## config.mk

```make
export PLATFORM = sky130hd
export DESIGN_NAME = egbo_fpu
export DESIGN_NICKNAME = d
export VERILOG_FILES = /design/src/design/egbo_pkg.sv /design/src/design/egbo_fpu.sv
export SDC_FILE = /design/constraint.sdc
export NUM_CORES = 2
export LEC_CHECK = 0
export BUFFER_PORTS_ARGS = -buffer_cell sky130_fd_sc_hd__buf_2
export CAP_MARGIN = 10
export CORE_ASPECT_RATIO = 1.1
export CORE_UTILIZATION = 58
export DETAILED_ROUTE_END_ITERATION = 16
export HOLD_SLACK_MARGIN = 0.02
export PLACE_DENSITY = 0.75
export REMOVE_ABC_BUFFERS = 1
export SYNTH_ARGS = -nofsm -noshare
export SYNTH_HDL_FRONTEND = slang
export SYNTH_SLANG_ARGS = --single-unit
```

## constraint.sdc

```tcl
create_clock -name clk -period 15.8 [get_ports clk]
set_clock_uncertainty 0.15 [all_clocks]
set_input_delay 2.37 -clock clk [delete_from_list [all_inputs] [get_ports clk]]
set_output_delay 2.37 -clock clk [all_outputs]
set_load 0.05 [all_outputs]
```

## src/design/egbo_pkg.sv

```systemverilog
// Shared types, constants and format conversions for the edge gather binary op block.
package egbo_pkg;

  localparam int ROWS     = 64;
  localparam int FEAT_MAX = 64;
  localparam int ROW_W    = 6;
  localparam int COL_W    = 6;
  localparam int ADDR_W   = $clog2(ROWS * FEAT_MAX);

  // command codes carried in tuser
  localparam logic [1:0] CMD_WR_LEFT  = 2'd0;
  localparam logic [1:0] CMD_WR_RIGHT = 2'd1;
  localparam logic [1:0] CMD_EDGE     = 2'd2;

  // configuration register indexes
  localparam logic [1:0] CFG_OP   = 2'd0;
  localparam logic [1:0] CFG_PREC = 2'd1;
  localparam logic [1:0] CFG_FDIM = 2'd2;

  localparam logic [31:0] QNAN32 = 32'h7FC0_0000;
  localparam logic [15:0] QNAN16 = 16'h7E00;

  typedef enum logic [1:0] {
    OP_ADD = 2'd0,
    OP_SUB = 2'd1,
    OP_MUL = 2'd2,
    OP_DIV = 2'd3
  } op_t;

  typedef struct packed {
    op_t         op;
    logic [31:0] a;
    logic [31:0] b;
  } fpu_req_t;

  typedef enum logic [2:0] {
    F_IDLE,
    F_PRE,
    F_ALIGN,
    F_DIV,
    F_NORM,
    F_DENORM,
    F_ROUND
  } fpu_state_t;

  typedef enum logic [2:0] {
    S_IDLE,
    S_READ,
    S_START,
    S_WAIT,
    S_OUT
  } top_state_t;

  // widen half to single; subnormals come out normalized
  function automatic logic [31:0] half_to_single(input logic [15:0] h);
    logic       s;
    logic [4:0] e;
    logic [9:0] m;
    logic [3:0] pos;
    logic [3:0] sh;
    logic [9:0] mm;
    logic [7:0] ex;
    s   = h[15];
    e   = h[14:10];
    m   = h[9:0];
    pos = 4'd0;
    for (int i = 0; i < 10; i++) begin
      if (m[i]) pos = 4'(i);
    end
    sh = 4'd10 - pos;
    mm = m << sh;
    ex = 8'd103 + 8'(pos);
    if (e == 5'h1F) begin
      half_to_single = (m != 10'd0) ? QNAN32 : {s, 8'hFF, 23'd0};
    end else if (e == 5'd0) begin
      half_to_single = (m == 10'd0) ? {s, 31'd0} : {s, ex, mm, 13'd0};
    end else begin
      half_to_single = {s, 8'(e) + 8'd112, m, 13'd0};
    end
  endfunction

  // round single to half, ties away from zero
  function automatic logic [15:0] single_to_half(input logic [31:0] f);
    logic              s;
    logic [7:0]        e;
    logic [23:0]       sig;
    logic signed [9:0] ex;
    logic signed [9:0] sh;
    logic [11:0]       r;
    logic [24:0]       sum;
    logic [24:0]       t;
    s   = f[31];
    e   = f[30:23];
    sig = {1'b1, f[22:0]};
    ex  = $signed({2'b0, e}) - 10'sd127;
    sh  = -ex - 10'sd1;
    r   = 12'((25'(sig) + 25'd4096) >> 13);
    sum = 25'(sig) + (25'd1 << (sh[4:0] - 5'd1));
    t   = sum >> sh[4:0];
    if (e == 8'hFF) begin
      single_to_half = (f[22:0] != 23'd0) ? QNAN16 : {s, 15'h7C00};
    end else if (e == 8'd0) begin
      single_to_half = {s, 15'd0};
    end else if (ex > 10'sd15) begin
      single_to_half = {s, 15'h7C00};
    end else if (ex >= -10'sd14) begin
      if (r >= 12'd2048) begin
        r  = r >> 1;
        ex = ex + 10'sd1;
      end
      if (ex > 10'sd15) single_to_half = {s, 15'h7C00};
      else single_to_half = {s, 5'(ex + 10'sd15), r[9:0]};
    end else if (sh > 10'sd24) begin
      single_to_half = {s, 15'd0};
    end else begin
      single_to_half = {s, t[14:0]};
    end
  endfunction

endpackage

```

## src/design/egbo_fpu.sv

```systemverilog
// Iterative single precision add, subtract, multiply and divide unit.
module egbo_fpu (
  input  logic               clk,
  input  logic               rst_n,
  input  logic               start,
  input  egbo_pkg::fpu_req_t req,
  output logic               done,
  output logic [31:0]        res
);

  egbo_pkg::fpu_state_t state_r, state_nxt;
  egbo_pkg::op_t        op_r, op_nxt;
  logic                 sgn_r, sgn_nxt, zsgn_r, zsgn_nxt, esub_r, esub_nxt;
  logic [49:0]          acc_r, acc_nxt, accb_r, accb_nxt;
  logic signed [11:0]   xe_r, xe_nxt, ea_r, ea_nxt, eb_r, eb_nxt;
  logic                 sticky_r, sticky_nxt;
  logic [23:0]          siga_r, siga_nxt, sigb_r, sigb_nxt;
  logic [24:0]          rem_r, rem_nxt;
  logic [5:0]           cnt_r, cnt_nxt;
  logic [31:0]          res_r, res_nxt;
  logic                 done_r, done_nxt;

  logic               sa, sb, sbe;
  logic [7:0]         ea_f, eb_f, ea_n, eb_n, dexp;
  logic               nan_a, nan_b, inf_a, inf_b, zero_a, zero_b, swap;
  logic [23:0]        siga_u, sigb_u;
  logic signed [11:0] ela, elb;
  logic [47:0]        prod;
  logic [49:0]        sum;
  logic               ge;
  logic [24:0]        diff, rsel;
  logic [23:0]        sig24;
  logic               g, st, up;
  logic [24:0]        sig25;
  logic signed [11:0] ebias, efin;
  logic [22:0]        frac;

  assign sa     = req.a[31];
  assign sb     = req.b[31];
  assign sbe    = sb ^ (req.op == egbo_pkg::OP_SUB);
  assign ea_f   = req.a[30:23];
  assign eb_f   = req.b[30:23];
  assign ea_n   = (ea_f == 8'd0) ? 8'd1 : ea_f;
  assign eb_n   = (eb_f == 8'd0) ? 8'd1 : eb_f;
  assign nan_a  = (ea_f == 8'hFF) && (req.a[22:0] != 23'd0);
  assign nan_b  = (eb_f == 8'hFF) && (req.b[22:0] != 23'd0);
  assign inf_a  = (ea_f == 8'hFF) && (req.a[22:0] == 23'd0);
  assign inf_b  = (eb_f == 8'hFF) && (req.b[22:0] == 23'd0);
  assign zero_a = req.a[30:0] == 31'd0;
  assign zero_b = req.b[30:0] == 31'd0;
  assign siga_u = {ea_f != 8'd0, req.a[22:0]};
  assign sigb_u = {eb_f != 8'd0, req.b[22:0]};
  assign ela    = $signed({4'd0, ea_n}) - 12'sd150;
  assign elb    = $signed({4'd0, eb_n}) - 12'sd150;
  assign swap   = req.b[30:0] > req.a[30:0];
  assign dexp   = swap ? (eb_n - ea_n) : (ea_n - eb_n);

  assign prod  = siga_r * sigb_r;
  assign sum   = esub_r ? (acc_r - accb_r) : (acc_r + accb_r);
  assign ge    = rem_r >= {1'b0, sigb_r};
  assign diff  = rem_r - {1'b0, sigb_r};
  assign rsel  = ge ? diff : rem_r;

  assign sig24 = acc_r[49:26];
  assign g     = acc_r[25];
  assign st    = (acc_r[24:0] != 25'd0) | sticky_r;
  assign up    = g & (st | sig24[0]);
  assign sig25 = {1'b0, sig24} + 25'(up);
  assign ebias = xe_r + 12'sd176;

  always_comb begin
    if (sig25[24]) begin
      efin = ebias + 12'sd1;
      frac = sig25[23:1];
    end else if (sig25[23]) begin
      efin = ebias;
      frac = sig25[22:0];
    end else begin
      efin = 12'sd0;
      frac = sig25[22:0];
    end
  end

  always_comb begin
    state_nxt  = state_r;
    op_nxt     = op_r;
    sgn_nxt    = sgn_r;
    zsgn_nxt   = zsgn_r;
    esub_nxt   = esub_r;
    acc_nxt    = acc_r;
    accb_nxt   = accb_r;
    xe_nxt     = xe_r;
    ea_nxt     = ea_r;
    eb_nxt     = eb_r;
    sticky_nxt = sticky_r;
    siga_nxt   = siga_r;
    sigb_nxt   = sigb_r;
    rem_nxt    = rem_r;
    cnt_nxt    = cnt_r;
    res_nxt    = res_r;
    done_nxt   = 1'b0;
    unique case (state_r)
      egbo_pkg::F_IDLE: begin
        if (start) begin
          op_nxt     = req.op;
          sticky_nxt = 1'b0;
          siga_nxt   = siga_u;
          sigb_nxt   = sigb_u;
          ea_nxt     = ela;
          eb_nxt     = elb;
          unique case (req.op)
            egbo_pkg::OP_ADD, egbo_pkg::OP_SUB: begin
              if (nan_a || nan_b || (inf_a && inf_b && (sa != sbe))) begin
                res_nxt  = egbo_pkg::QNAN32;
                done_nxt = 1'b1;
              end else if (inf_a) begin
                res_nxt  = {sa, 8'hFF, 23'd0};
                done_nxt = 1'b1;
              end else if (inf_b) begin
                res_nxt  = {sbe, 8'hFF, 23'd0};
                done_nxt = 1'b1;
              end else begin
                sgn_nxt   = swap ? sbe : sa;
                zsgn_nxt  = sa & sbe;
                esub_nxt  = sa ^ sbe;
                acc_nxt   = {1'b0, swap ? sigb_u : siga_u, 25'd0};
                accb_nxt  = {1'b0, swap ? siga_u : sigb_u, 25'd0};
                xe_nxt    = (swap ? elb : ela) - 12'sd25;
                cnt_nxt   = (dexp > 8'd63) ? 6'd63 : dexp[5:0];
                state_nxt = egbo_pkg::F_ALIGN;
              end
            end
            egbo_pkg::OP_MUL: begin
              sgn_nxt = sa ^ sb;
              if (nan_a || nan_b || (inf_a && zero_b) || (zero_a && inf_b)) begin
                res_nxt  = egbo_pkg::QNAN32;
                done_nxt = 1'b1;
              end else if (inf_a || inf_b) begin
                res_nxt  = {sa ^ sb, 8'hFF, 23'd0};
                done_nxt = 1'b1;
              end else begin
                xe_nxt    = ela + elb;
                state_nxt = egbo_pkg::F_PRE;
              end
            end
            egbo_pkg::OP_DIV: begin
              sgn_nxt = sa ^ sb;
              if (nan_a || nan_b || (zero_a && zero_b) || (inf_a && inf_b)) begin
                res_nxt  = egbo_pkg::QNAN32;
                done_nxt = 1'b1;
              end else if (zero_b || inf_a) begin
                res_nxt  = {sa ^ sb, 8'hFF, 23'd0};
                done_nxt = 1'b1;
              end else if (inf_b || zero_a) begin
                res_nxt  = {sa ^ sb, 31'd0};
                done_nxt = 1'b1;
              end else begin
                state_nxt = egbo_pkg::F_PRE;
              end
            end
            default: ;
          endcase
        end
      end
      egbo_pkg::F_PRE: begin
        if (op_r == egbo_pkg::OP_MUL) begin
          acc_nxt   = {2'b00, prod};
          state_nxt = egbo_pkg::F_NORM;
        end else begin
          // bring subnormal significands up to a leading one
          if (!siga_r[23]) begin
            siga_nxt = siga_r << 1;
            ea_nxt   = ea_r - 12'sd1;
          end
          if (!sigb_r[23]) begin
            sigb_nxt = sigb_r << 1;
            eb_nxt   = eb_r - 12'sd1;
          end
          if (siga_r[23] && sigb_r[23]) begin
            rem_nxt   = {1'b0, siga_r};
            acc_nxt   = 50'd0;
            xe_nxt    = ea_r - eb_r - 12'sd49;
            cnt_nxt   = 6'd49;
            state_nxt = egbo_pkg::F_DIV;
          end
        end
      end
      egbo_pkg::F_ALIGN: begin
        if (cnt_r != 6'd0) begin
          // shift the smaller operand, jam lost bits into the lsb
          accb_nxt = (accb_r >> 1) | {49'd0, accb_r[0]};
          cnt_nxt  = cnt_r - 6'd1;
        end else begin
          acc_nxt = sum;
          if (sum == 50'd0) sgn_nxt = zsgn_r;
          state_nxt = egbo_pkg::F_NORM;
        end
      end
      egbo_pkg::F_DIV: begin
        acc_nxt = {acc_r[48:0], ge};
        rem_nxt = {rsel[23:0], 1'b0};
        if (cnt_r == 6'd0) begin
          sticky_nxt = rsel != 25'd0;
          state_nxt  = egbo_pkg::F_NORM;
        end else begin
          cnt_nxt = cnt_r - 6'd1;
        end
      end
      egbo_pkg::F_NORM: begin
        if (acc_r == 50'd0) begin
          res_nxt   = {sgn_r, 31'd0};
          done_nxt  = 1'b1;
          state_nxt = egbo_pkg::F_IDLE;
        end else if (!acc_r[49]) begin
          acc_nxt = acc_r << 1;
          xe_nxt  = xe_r - 12'sd1;
        end else if (xe_r < -12'sd175) begin
          state_nxt = egbo_pkg::F_DENORM;
        end else begin
          state_nxt = egbo_pkg::F_ROUND;
        end
      end
      egbo_pkg::F_DENORM: begin
        // shift right until the exponent reaches the subnormal floor
        if (xe_r == -12'sd175) begin
          state_nxt = egbo_pkg::F_ROUND;
        end else if (acc_r == 50'd0) begin
          xe_nxt    = -12'sd175;
          state_nxt = egbo_pkg::F_ROUND;
        end else begin
          sticky_nxt = sticky_r | acc_r[0];
          acc_nxt    = acc_r >> 1;
          xe_nxt     = xe_r + 12'sd1;
        end
      end
      egbo_pkg::F_ROUND: begin
        if (efin >= 12'sd255) res_nxt = {sgn_r, 8'hFF, 23'd0};
        else res_nxt = {sgn_r, efin[7:0], frac};
        done_nxt  = 1'b1;
        state_nxt = egbo_pkg::F_IDLE;
      end
      default: state_nxt = egbo_pkg::F_IDLE;
    endcase
  end

  always_ff @(posedge clk) begin
    if (!rst_n) begin
      state_r <= egbo_pkg::F_IDLE;
      done_r  <= 1'b0;
    end else begin
      state_r <= state_nxt;
      done_r  <= done_nxt;
    end
  end

  always_ff @(posedge clk) begin
    op_r     <= op_nxt;
    sgn_r    <= sgn_nxt;
    zsgn_r   <= zsgn_nxt;
    esub_r   <= esub_nxt;
    acc_r    <= acc_nxt;
    accb_r   <= accb_nxt;
    xe_r     <= xe_nxt;
    ea_r     <= ea_nxt;
    eb_r     <= eb_nxt;
    sticky_r <= sticky_nxt;
    siga_r   <= siga_nxt;
    sigb_r   <= sigb_nxt;
    rem_r    <= rem_nxt;
    cnt_r    <= cnt_nxt;
    res_r    <= res_nxt;
  end

  assign done = done_r;
  assign res  = res_r;

endmodule

```

; After elaboration in Yosys (flattened, before gate mapping)
; Index checks and enable logic that the tools add are counted.
[word_totals]
inputBits = 69
register_bits = 257
output_inout_bits = 33
[classes]
n_mul = 1
n_lt_le_gt_ge = 5
n_eq_ne = 48
n_bitwise = 12
addsub = 19
muxes = 134
n_reduce_logical = 62
[op_table]
columns = op, n
row1 = $mux W50, 19
row2 = $mux W32, 10
row3 = $pmux W50 S6, 1
row4 = $mux W12, 21
row5 = $mux W24, 8
row6 = $pmux W32 S3, 2
row7 = $logic_not A50 Y1, 2
row8 = $pmux W50 S2, 1
row9 = $pmux W24 S2, 2
row10 = $mux W25, 3
row11 = $pmux W12 S2, 3
row12 = $logic_not A31 Y1, 2
row13 = $mux W6, 10
row14 = $mux W3, 17
row15 = $add A50 B50 Y50, 1
row16 = $pmux W25 S2, 1
row17 = $reduce_bool A25 Y1, 2
row18 = $sub A50 B50 Y50, 1
row19 = $or A49 B1 Y49, 1
row20 = $mul A24 B24 Y48, 1
row21 = $pmux W12 S4, 1
row22 = $logic_not A23 Y1, 2
row23 = $reduce_bool A23 Y1, 2
row24 = $ne A2 B2 Y1 const B, 18
row25 = 67 further kinds, 150

; Logic depth before layout (Yosys ltp)
[depth]
word_depth = 12
ltp_mapped = 29

; Worst setup path before layout
; Ideal clock, no wire load.
[synth_path]
kind = input port to flip-flop
from = input port req[37] in the netlist's numbering
to = register acc_r[0] (enable)
arrival_ns = 7.284
stages = 9
required_time_ns = 15.120
slack_ns = 7.835
cell_sequence = nor4_1 > nand4_1 > o21ai_0 > nand2_1 > nor2_1 > nand2_1 > o21ai_0 > nor4b_1 > a21boi_0
[synth_between]
elab_chain_len = 7
elab_cells_between_ends = 11
classes_between = eq/ne (2) / reduce/logical (9)
[synth_rtl]
columns = item, line
row1 = from (decl), egbo_fpu.sv:6  ; input egbo_pkg::fpu_req_t req,
row2 = $logic_not A23 Y1, egbo_fpu.sv:47  ; assign inf_a = (ea_f == 8'hFF) && (req.a[22:0] == 23'd0);
row3 = $logic_and A1 B1 Y1, egbo_fpu.sv:47
row4 = $logic_and A1 B1 Y1 (2 in series), egbo_fpu.sv:113  ; if (nan_a || nan_b || (inf_a && inf_b && (sa != sbe))) begin
row5 = $logic_or A1 B1 Y1, egbo_fpu.sv:113
row6 = $ne A2 B2 Y1 (no source line), n/a
row7 = $reduce_and A12 Y1 (no source line) (*), n/a
row8 = to (signal assigned), egbo_fpu.sv:261  ; acc_r <= acc_nxt;
row9 = to (decl), egbo_fpu.sv:14  ; logic [49:0] acc_r, acc_nxt, accb_r, accb_nxt;
; Every way passes the cells marked *; elsewhere a longest branch is shown, timed or not.
; A chain may end at the register's enable or synchronous reset.

; Final worst setup path
[layout_path]
from = register sigb_r[0]
to = register acc_r[47] (data pin)
[layout_between]
elab_chain_len = 3
[layout_rtl]
columns = item, line
row1 = from (decl), egbo_fpu.sv:17  ; logic [23:0] siga_r, siga_nxt, sigb_r, sigb_nxt;
row2 = from (signal assigned), egbo_fpu.sv:268  ; sigb_r <= sigb_nxt;
row3 = $mul A24 B24 Y48, egbo_fpu.sv:58  ; assign prod = siga_r * sigb_r;
row4 = $mux W50, egbo_fpu.sv:166  ; if (op_r == egbo_pkg::OP_MUL) begin
row5 = $pmux W50 S6, egbo_fpu.sv:102  ; unique case (state_r)
row6 = net acc_nxt[47], egbo_fpu.sv:14
; The timed path passes the listed nets, and every way through them passes these cells.

==> reports/qor.txt <==
status -> completed
final hold slack -> 0.3995 ns
Initial Utilization -> 58.98%
# DRC -> 0
max frequency -> 117.7 MHz
Mapped Area -> 41780 um2
initial antenna violation count -> 6
clock sink count -> 256
gp weighted congestion -> 1.026
post-DP HPWL -> 101600 um
Via density -> 6.251
post-CTS sizing -> 0
Fin. Hold Viols -> 0
EDFF count, synth -> 252
final setup vio count -> 0
mux cell area share after synthesis -> 1.548%
Die Width -> 257.9 um
number of DRC markers in iteration 0 -> 3689
CP most frequent cell -> fa_1
crit path kind -> reg -> reg
chip height -> 283.5 um
Arrival @ worst endpoint -> 8.73 ns
port bufs -> 101
first-pass GRT wire length -> 204000 um
share of layout cells above drive strength 1 -> 5.395%
Yosys Warn Count -> 0
area taken by multi-input logic gates -> 30480 um2
Filler cells -> 6141
clk slew on worst S/H paths -> 0.07 ns
CP required -> 16.03 ns
reg-to-reg critical path startpoint -> sigb_r[0]$_DFFE_PP_
Final Critical Period -> 8.497 ns
Hold-fix buffers, CTS -> 0
combinational family with the most area after synthesis -> adder cells
NumNets Final -> 5711
post-synthesis register bit count -> 256
Num CTS Buffers -> 31
Worst path top cell family by delay -> adder cells
FF/Latch Area -> 7647 um2
H-Tree Level Count -> 1
CTS tree -> done
Critical Path Slowest Stage Cell -> edfxtp_1
Root Buffer -> clkbuf_16
RSZ-0062 raised after global routing -> false
Crit. Startpoint -> sigb_r[0]$_DFFE_PP_
Post-synth ARST share -> 0%
Routed Antenna Nets -> 0
# Post-CTS Setup Buffers -> 0
Synth Area in Adders -> 33.51%
Hold Crit Class -> reg -> reg
Crit Path Max Fanout -> 26
Main synth FF type -> edfxtp_1
Finished Layout Cells -> 5778
layout overhead on the synthesized area -> 5.403%
vias in the first global route -> 36590
simple-gate share of the synthesized area -> 18.61%
I/O pins -> 102
post-DR wirelength/cell -> 22.58 um
fin crit share -> 53.78%
Worst-Margin Slew -> 1.229 ns
Rows -> 102
drt first pass iters -> 10
gate count after technology mapping -> 4888
core area -> 70830 um2
Tot GR Track Use -> 35.83%
clk_lat worst skew -> 0.63 ns
min-delay src -> zsgn_r$_DFFE_PP_
post-synth cell types -> 87
Worst Setup End Kind -> flop
placed insts -> 5719
Max-slew headroom -> 17.79%
WP buf/inv -> 6
vias -> 36120
Worst setup SP type -> flop
pin count of the biggest net entering global routing -> 78
Worst Setup Slack, final -> 7.303 ns
remaining global-route overflow -> 0
Slew Limit Fails -> 0
post-synthesis sequential area ratio -> 18.31%
XOR/XNOR share of the synthesized area -> 5.137%
die area -> 73100 um2
MaxCap Viol Count -> 0
average cell area after synthesis -> 8.546 um2
CTS Buffer Depth -> 3
crit-path max cell delay -> 1.02 ns
Post-Place Setup Slack -> 7.405 ns
setup TNS -> 0 ns
compound-cell area share of the yosys netlist -> 13.93%
drt total wl -> 130500 um
## cell usage after synthesis (7+ instances only)
cell,number,share of area [%]
buf_2,11,0.13
a21oi_1,287,3.4
nand2_1,564,5.1
a2111oi_0,8,0.17
o221ai_1,9,0.19
o21a_1,13,0.23
a211oi_1,22,0.40
a222oi_1,29,0.69
nand4_1,49,0.73
clkbuf_1,239,2.1
mux2_2,13,0.35
ha_1,338,10
nor3b_1,13,0.23
xnor2_1,174,3.6
nand3_1,58,0.69
o211ai_1,18,0.32
xor2_1,71,1.5
inv_1,729,6.6
and2_1,290,4.3
o31a_1,10,0.21
nand2b_1,31,0.46
or3_1,10,0.15
a22oi_1,15,0.27
and3_1,40,0.60
nor2_1,293,2.6
nor3_1,68,0.81
fa_1,488,23
a221o_1,15,0.36
a221oi_1,19,0.40
a31oi_1,37,0.55
o21ai_0,242,2.9
o31ai_1,34,0.61
a21o_1,68,1.2
a32oi_1,7,0.15
buf_1,13,0.12
a211o_1,9,0.19
o21bai_1,19,0.34
and4_1,8,0.17
mux2i_1,50,1.2
nor4_1,60,0.90
nor2b_1,35,0.52
edfxtp_1,252,18
or4_1,10,0.18
nand3b_1,27,0.49
## final timing paths
kind	endpoint	slack (ns)	depth (start not counted)
max	acc_r[47]$_DFFE_PP_	7.30	26
min	sgn_r$_DFFE_PP_	0.40	1
max reg2reg	acc_r[47]$_DFFE_PP_	7.30	26
min reg2reg	sgn_r$_DFFE_PP_	0.40	1
## cell type report
| type | instances | area share (%) |
|---|---|---|
| Multi-Input combinational cell | 3639 | 69.22 |
| Timing Repair Buffer | 158 | 2.120 |
| Tap cell | 936 | 2.660 |
| Clock inverter | 23 | 0.6138 |
| Inverter | 730 | 6.223 |
| Sequential cell | 256 | 17.37 |
| Antenna cell | 4 | 0.02273 |
| Clock buffer | 32 | 1.770 |
## layout by cell type (no fill, tap or decap), types with 57 or more instances in the layout
cell type and count:
a21o_1 68, a21oi_1 284, and2_1 289, buf_2 101, buf_4 57, edfxtp_1 252, fa_1 488, ha_1 338
inv_1 729, nand2_1 563, nand3_1 58, nor2_1 290, nor3_1 67, nor4_1 60, o21ai_0 242, xnor2_1 174
xor2_1 71
## metal layers
metal | up-vias | share of wire [%] | GRT usage (%)
met5 | - | 0.029 | 0
met4 | 6 | 7.4 | 23.48
met3 | 483 | 8.6 | 5.645
met2 | 1819 | 48 | 58.95
met1 | 17650 | 36 | 43.57
li1 | 16160 | - | -
## flip-flops by register name, indices dropped and copies added (netlist names)
| signal | flops |
|---|---|
| acc_r | 50 |
| accb_r | 49 |
| res | 32 |
| rem_r | 25 |
| siga_r | 24 |
| sigb_r | 24 |
| ea_r | 12 |
| eb_r | 12 |
| xe_r | 12 |
| cnt_r | 6 |
| state_r | 3 |
| op_r | 2 |
| done | 1 |
| esub_r | 1 |
| sgn_r | 1 |
| sticky_r | 1 |
| zsgn_r | 1 |
## metrics by stage
| stage | util, % | instance area, um2 |
|---|---|---|
| after floorplan | - | 40770 |
| after global placement | 60.67 | 42970 |
| after detailed placement | 60.67 | 42970 |
| after CTS | 62.15 | 44020 |
| after global routing | 62.15 | 44020 |
| final | 62.17 | 44030 |
## logic make-up after synthesis
kind of cell | count (synthesis)
adder cells (fa/ha/maj) | 826
AO/OA/AOI/OAI | 920
AND/OR/NAND/NOR | 1585
flip-flops | 256
XOR/XNOR | 245
buffers and inverters | 993
multiplexers | 63
Power is left out: the tool's default activity adds up to more than one toggle a clock period on the data nets, which glitch-free logic cannot reach.
